[src/hufd_pkg.sv]
// ============================================================================
// hufd_pkg
// Shared constants and control structs of the preorder-header decoder.
// ============================================================================
package hufd_pkg;

    // Default table sizes
    localparam int NODE_COUNT_DEF  = 512;
    localparam int STACK_DEPTH_DEF = 256;

    // Byte handling
    localparam int         BYTE_W    = 8;
    localparam logic [7:0] LEAF_FLAG = 8'h4C;   // 'L'

    // Bit counter for the serial walk over one coded byte
    localparam int                 BIT_CNT_W = 3;
    localparam logic [BIT_CNT_W-1:0] LAST_BIT  = 3'd7;

    // File phase codes
    localparam logic [1:0] PH_FLAG   = 2'd0;   // expecting a header flag byte
    localparam logic [1:0] PH_SYM    = 2'd1;   // expecting a leaf symbol byte
    localparam logic [1:0] PH_DECODE = 2'd2;   // coded data
    localparam logic [1:0] PH_HALT   = 2'd3;   // header overflowed, wait for restart

    // Command to the header parser
    typedef struct packed {
        logic start;    // one header byte to process
        logic clear;    // new file: forget tree and stack first
        logic is_sym;   // byte is a leaf symbol, not a flag
    } t_hdr_cmd;

    // Status from the header parser
    typedef struct packed {
        logic       done;    // pulse: byte fully processed
        logic       error;   // node table or stack overflow
        logic [1:0] phase;   // phase that follows the byte
    } t_hdr_stat;

    // Field write enables into the node table
    typedef struct packed {
        logic leaf;
        logic left;
        logic right;
        logic sym;
    } t_node_we;

endpackage

[src/hufd_hdr.sv]
// ============================================================================
// hufd_hdr
// Preorder tree header parser: allocates nodes, links them to parent slots
// taken from a pending-slot stack, and drives node table writes.
// ============================================================================
module hufd_hdr #(
    parameter int NODE_COUNT  = hufd_pkg::NODE_COUNT_DEF,
    parameter int STACK_DEPTH = hufd_pkg::STACK_DEPTH_DEF
) (
    input  logic                          i_clk,
    input  logic                          i_rst_n,
    input  hufd_pkg::t_hdr_cmd            i_cmd,
    input  logic [hufd_pkg::BYTE_W-1:0]   i_data,
    output hufd_pkg::t_hdr_stat           o_stat,
    output hufd_pkg::t_node_we            o_we,
    output logic [$clog2(NODE_COUNT)-1:0] o_waddr,
    output logic [$clog2(NODE_COUNT)-1:0] o_wchild,
    output logic                          o_wleaf,
    output logic [hufd_pkg::BYTE_W-1:0]   o_wsym
);

    localparam int NW  = $clog2(NODE_COUNT);
    localparam int NUW = $clog2(NODE_COUNT + 1);
    localparam int SW  = $clog2(STACK_DEPTH);
    localparam int PCW = $clog2(STACK_DEPTH + 1);

    localparam logic [1:0] H_IDLE  = 2'd0;
    localparam logic [1:0] H_LINK  = 2'd1;
    localparam logic [1:0] H_PUSH1 = 2'd2;
    localparam logic [1:0] H_PUSH2 = 2'd3;

    logic [1:0]          r_state;
    logic [NUW-1:0]      r_nodes_used;
    logic [PCW-1:0]      r_pcount;
    logic [NW-1:0]       r_node;
    logic                r_leaf;
    hufd_pkg::t_hdr_stat r_stat;

    // Pending slots: {parent node, side}, side 1 = right
    logic [NW:0] r_stack [STACK_DEPTH];
    logic [NW:0] r_stk_rd;

    logic [NUW-1:0] n_eff;
    logic [NUW-1:0] n_eff_m1;
    logic [PCW-1:0] pc_eff;
    logic [PCW-1:0] after_pop;
    logic           is_leaf;
    logic           err;
    logic           flag_ok;
    logic           stk_re;
    logic           stk_we;

    // Counts as seen by this byte; a new file starts from zero
    assign n_eff     = i_cmd.clear ? '0 : r_nodes_used;
    assign pc_eff    = i_cmd.clear ? '0 : r_pcount;
    assign n_eff_m1  = n_eff - NUW'(1);
    assign is_leaf   = (i_data == hufd_pkg::LEAF_FLAG);
    assign after_pop = (n_eff == '0) ? '0 : pc_eff - PCW'(1);

    // Overflow checks: table full, no slot to link, stack too shallow
    assign err = (n_eff >= NUW'(NODE_COUNT))
              || ((n_eff != '0) && (pc_eff == '0))
              || (!is_leaf && (({1'b0, after_pop} + (PCW+1)'(2)) > (PCW+1)'(STACK_DEPTH)));

    assign flag_ok = (r_state == H_IDLE) && i_cmd.start && !i_cmd.is_sym && !err;
    assign stk_re  = flag_ok && (n_eff != '0);
    assign stk_we  = (r_state == H_PUSH1) || (r_state == H_PUSH2);

    // Node table write command
    always_comb begin
        o_we     = '0;
        o_waddr  = n_eff[NW-1:0];
        o_wchild = r_node;
        o_wleaf  = is_leaf;
        o_wsym   = i_data;
        if (flag_ok) begin
            o_we.leaf = 1'b1;
        end else if ((r_state == H_IDLE) && i_cmd.start && i_cmd.is_sym && (n_eff != '0)) begin
            o_we.sym = 1'b1;
            o_waddr  = n_eff_m1[NW-1:0];
        end else if (r_state == H_LINK) begin
            o_we.left  = !r_stk_rd[0];
            o_we.right = r_stk_rd[0];
            o_waddr    = r_stk_rd[NW:1];
        end
    end

    // Pending-slot stack memory
    always_ff @(posedge i_clk) begin
        if (stk_we) begin
            r_stack[r_pcount[SW-1:0]] <= {r_node, (r_state == H_PUSH1)};
        end
        if (stk_re) begin
            r_stk_rd <= r_stack[after_pop[SW-1:0]];
        end
    end

    // Sequencer
    always_ff @(posedge i_clk) begin
        if (!i_rst_n) begin
            r_state      <= H_IDLE;
            r_nodes_used <= '0;
            r_pcount     <= '0;
            r_stat       <= '0;
        end else begin
            r_stat.done <= 1'b0;
            case (r_state)
                H_IDLE: begin
                    if (i_cmd.start) begin
                        if (i_cmd.is_sym) begin
                            r_nodes_used <= n_eff;
                            r_pcount     <= pc_eff;
                            r_stat       <= '{1'b1, 1'b0,
                                (pc_eff == '0) ? hufd_pkg::PH_DECODE : hufd_pkg::PH_FLAG};
                        end else if (err) begin
                            r_nodes_used <= n_eff;
                            r_pcount     <= pc_eff;
                            r_stat       <= '{1'b1, 1'b1, hufd_pkg::PH_HALT};
                        end else begin
                            r_nodes_used <= n_eff + NUW'(1);
                            r_pcount     <= after_pop;
                            r_node       <= n_eff[NW-1:0];
                            r_leaf       <= is_leaf;
                            if (n_eff != '0) begin
                                r_state <= H_LINK;
                            end else if (is_leaf) begin
                                r_stat <= '{1'b1, 1'b0, hufd_pkg::PH_SYM};
                            end else begin
                                r_state <= H_PUSH1;
                            end
                        end
                    end
                end
                H_LINK: begin
                    if (r_leaf) begin
                        r_state <= H_IDLE;
                        r_stat  <= '{1'b1, 1'b0, hufd_pkg::PH_SYM};
                    end else begin
                        r_state <= H_PUSH1;
                    end
                end
                H_PUSH1: begin
                    r_pcount <= r_pcount + PCW'(1);
                    r_state  <= H_PUSH2;
                end
                H_PUSH2: begin
                    r_pcount <= r_pcount + PCW'(1);
                    r_state  <= H_IDLE;
                    r_stat   <= '{1'b1, 1'b0, hufd_pkg::PH_FLAG};
                end
                default: begin
                    r_state <= H_IDLE;
                end
            endcase
        end
    end

    assign o_stat = r_stat;

endmodule

[config.mk]
export PLATFORM = sky130hd
export DESIGN_NAME = hufd_hdr
export DESIGN_NICKNAME = d
export VERILOG_FILES = /design/src/hufd_pkg.sv /design/src/hufd_hdr.sv
export SDC_FILE = /design/constraint.sdc
export NUM_CORES = 2
export LEC_CHECK = 0
export BUFFER_PORTS_ARGS = -buffer_cell sky130_fd_sc_hd__buf_4
export CAP_MARGIN = 20
export CELL_PAD_IN_SITES_DETAIL_PLACEMENT = 1
export CELL_PAD_IN_SITES_GLOBAL_PLACEMENT = 2
export CORE_MARGIN = 2
export CORE_UTILIZATION = 39
export DETAILED_ROUTE_END_ITERATION = 12
export PLACE_DENSITY_LB_ADDON = 0.1
export SYNTH_ARGS = -nofsm -noshare
export SYNTH_HDL_FRONTEND = slang
export SYNTH_SLANG_ARGS = --single-unit
[constraint.sdc]
create_clock -name i_clk -period 10.2 [get_ports i_clk]
set_input_delay 1.53 -clock i_clk [delete_from_list [all_inputs] [get_ports i_clk]]
set_output_delay 1.53 -clock i_clk [all_outputs]
set_load 0.1 [all_outputs]
==> flow_summary.toml <==
[sta]
tightest_slew_ns = 1.23
maxSlewViolCount = 0
min_period_ns = 8.39
period_share_pct = 82.3
hold_viol = 0
grt_setup_unrepaired = "no"
slew_headroom_pct = 18.0
setup-tns-final_ns = 0
whs_ns = 0.484
setup_viol = 0
finClkSkew_ns = 0.0872
max_freq_ghz = 0.119

[floorplan]
die_area_mm2 = 0.271
num_rows = 189
fp.dieW_um = 521
io_pins = 48
fp.coreArea_mm2 = 0.266
initial_core_util_pct = 39.3
die_height_um = 521

[synthesis]
yosys-top-cells-count = "edfxtp_1, nand2_1, a21oi_1, nor2_1, buf_2"
synthCells = 6992
syn_area_mm2 = 0.104
synth_area_per_cell_um2 = 14.9
synth_top_area_share_pct = 74.3
ys_ff_latch = 2605
yosys.cell_types.count = 93
synth_ff_type = "edfxtp_1"
synth_area_leaders = "edfxtp_1, nand2_1, mux2i_1"
syn_nets = 7013
ys_seq_area_share_pct = 74.8
ys.warnings.count = 0
synth_edf_count = 2580
synthArstFlopShare_pct = 0
yosysMostFrequentCell = "edfxtp_1"
synth_top_area_cell = "edfxtp_1"

[global_route]
grt-ovfl-total = 0
grt_pass1_vias = 66300
grt_max_degree = 182
grt_first_pass_wirelength_um = 549000
gr-usage-all-layers_pct = 28.7
antenna_found_initial = 15

[cts]
root_buffer = "clkbuf_16"
clock_sinks = 2605
cts_buffers = 294
cts_tree = "done"
ctsHoldBuffers = 0
cts_resized = 0
postCtsSetupBuffers = 0
cts_buffer_depth = 4
clkLatencyLatePin_ns = 0.89
htreeDepth = 5
clk_pin_slew_worst_paths_ns = 0.06

[pwr]
powerDensity_mw_per_mm2 = 196
seq_power_share_pct = 50.1
p_int_uw = 18000
p_switching_uw = 5430
clkPwrFrac_pct = 44.4
p_leak_uw = 0.0380
switching_share_pct = 23.2
combPwrFrac_pct = 5.4
vdd_drop_max_mv = 0.138

[drt]
firstDrtPassIters = 5
via_count = 67000
drt-initial-drc-count = 7646
wl_per_cell_um = 36.2
antenna_left = 0
drc = 0
vias_per_cell = 6.11
routed_wl_um = 396000

[setup_path]
rrSetupSlack_ns = 3.69
ff2ff_path_depth = 16
cp-start-kind = "primary input"
cp.required_ns = 8.67
crit_path_start = "i_cmd[1]"
endpoint = "o_we[3]"
r2r_end = "r_stk_rd[7]$_DFFE_PP_"
r2r-start = "r_nodes_used[0]$_SDFFE_PN0P_"
cp-end-kind = "output port"
critPathMaxFanout = 93
arrival_ns = 6.86
critPathKind = "in2out"

[placed_design]
gp_congestion = 0.890
io_buffer_count = 47
hpwl_um = 242000

[worst_hold_path]
hold_class = "reg2reg"
min-delay-start = "r_nodes_used[1]$_SDFFE_PN0P_"

[finish]
drive_gt1_share_pct = 14.1
area_growth_pct = 14.6
layout.nets = 7201

[flow_run]
maxCapViolCount = 0

[outcome]
status = "completed"
worst min-delay path by stage:
stage | to | slack, ns | cells after the start
after global routing | r_nodes_used[1]$_SDFFE_PN0P_ | 0.51 | 2
after CTS | r_nodes_used[1]$_SDFFE_PN0P_ | 0.48 | 2
after detailed placement | r_nodes_used[1]$_SDFFE_PN0P_ | 0.47 | 2
after floorplan | r_nodes_used[1]$_SDFFE_PN0P_ | 0.45 | 2
after global placement | r_nodes_used[1]$_SDFFE_PN0P_ | 0.46 | 2
final | r_nodes_used[1]$_SDFFE_PN0P_ | 0.48 | 2
stage by stage:
stage / setup slack [ns] / total power [µW] / std cells / utilization [%] / instance area (µm²)
global placement: 1.62 / 13200 / 10300 / 41.1 / 109000
detailed placement: 1.98 / 13200 / 10400 / 41.3 / 110000
finish: 1.81 / 23400 / 11000 / 45.0 / 119000
global route: 1.72 / 24000 / 10900 / 45.0 / 119000
CTS: 1.96 / 23600 / 10900 / 44.8 / 119000
floorplan: 2.39 / 12700 / 6992 / - / 104000
worst max-delay path, cell delays in order:
cell and delay [ns]:
buf_4 0.34, clkinv_1 0.64, nand2_1 0.35, ha_1 0.19, buf_4 0.26, and2_1 0.25, a31oi_4 0.07, nand2_8 0.52
inv_16 0.31, ha_1 0.35, inv_1 0.10, a41oi_1 0.08, o311ai_1 0.14, nor4_1 0.11, nor3_2 0.29, o211ai_2 0.17
buf_4 0.26, inv_1 0.28, buf_4 0.37
layout make-up:
| type | instances | area [µm²] |
|---|---|---|
| flip-flops and latches | 2605 | 78000 |
| clock buffers | 350 | 7720 |
| repair buffers | 431 | 3780 |
| well taps | 3533 | 4420 |
| fillers | 26000 | 146000 |
| multi-input cells | 3826 | 23900 |
| clock inverters | 175 | 1550 |
| diodes | 14 | 35.0 |
| inverters | 22 | 114 |
cell families after synthesis:
kind of cell | after synthesis | share of synthesized area [%]
flops | 2605 | 74.8
simple gates | 1777 | 7.34
compound gates | 1690 | 11.1
buf+inv | 561 | 2.66
mux | 337 | 3.90
xor+xnor | 14 | 0.118
fa+ha+maj | 8 | 0.0960
cells in the final DEF (no fill, tap or decap), types with 52 or more instances in the layout:
master	netlist	routed
a211o_1	71	71
clkinv_1	3	83
a31oi_1	148	147
o221ai_1	146	146
mux2i_1	235	234
a211oi_1	132	132
buf_4	54	354
nand3_1	222	211
and3_1	73	73
o21ai_0	185	185
clkbuf_16	0	301
o22ai_1	195	195
nand2_1	930	926
a21oi_1	405	404
o211ai_1	59	59
edfxtp_1	2580	2580
mux2_2	52	52
a311oi_1	54	54
nor2_1	367	346
power groups by stage:
stage          registers, µW  clock network, µW  logic (µW)
5_1_grt                11700              10900        1320
3_3_place_gp           12000                  0        1250
3_5_place_dp           12000                  0        1260
2_1_floorplan          12100                  0         606
6_report               11700              10400        1280
4_1_cts                11700              10600        1270
routing by layer:
layer,part of all wire (%),up-vias,wire length (µm),track usage [%]
li1,-,27900,-,-
met1,44,36000,175000,41.3
met2,46,2553,183000,45.0
met3,6.6,530,26200,4.41
met4,3.0,0,11900,8.20
met5,0,-,0,0
flip-flops by register name, summed over array words and instances, names as in the netlist:
name / flops
r_leaf: 1
r_pcount: 9
o_wchild: 9
r_state: 2
r_stack: 2560
r_nodes_used: 10
o_stat: 4
r_stk_rd: 10
No activity file was read; power rests on OpenSTA's default activity.
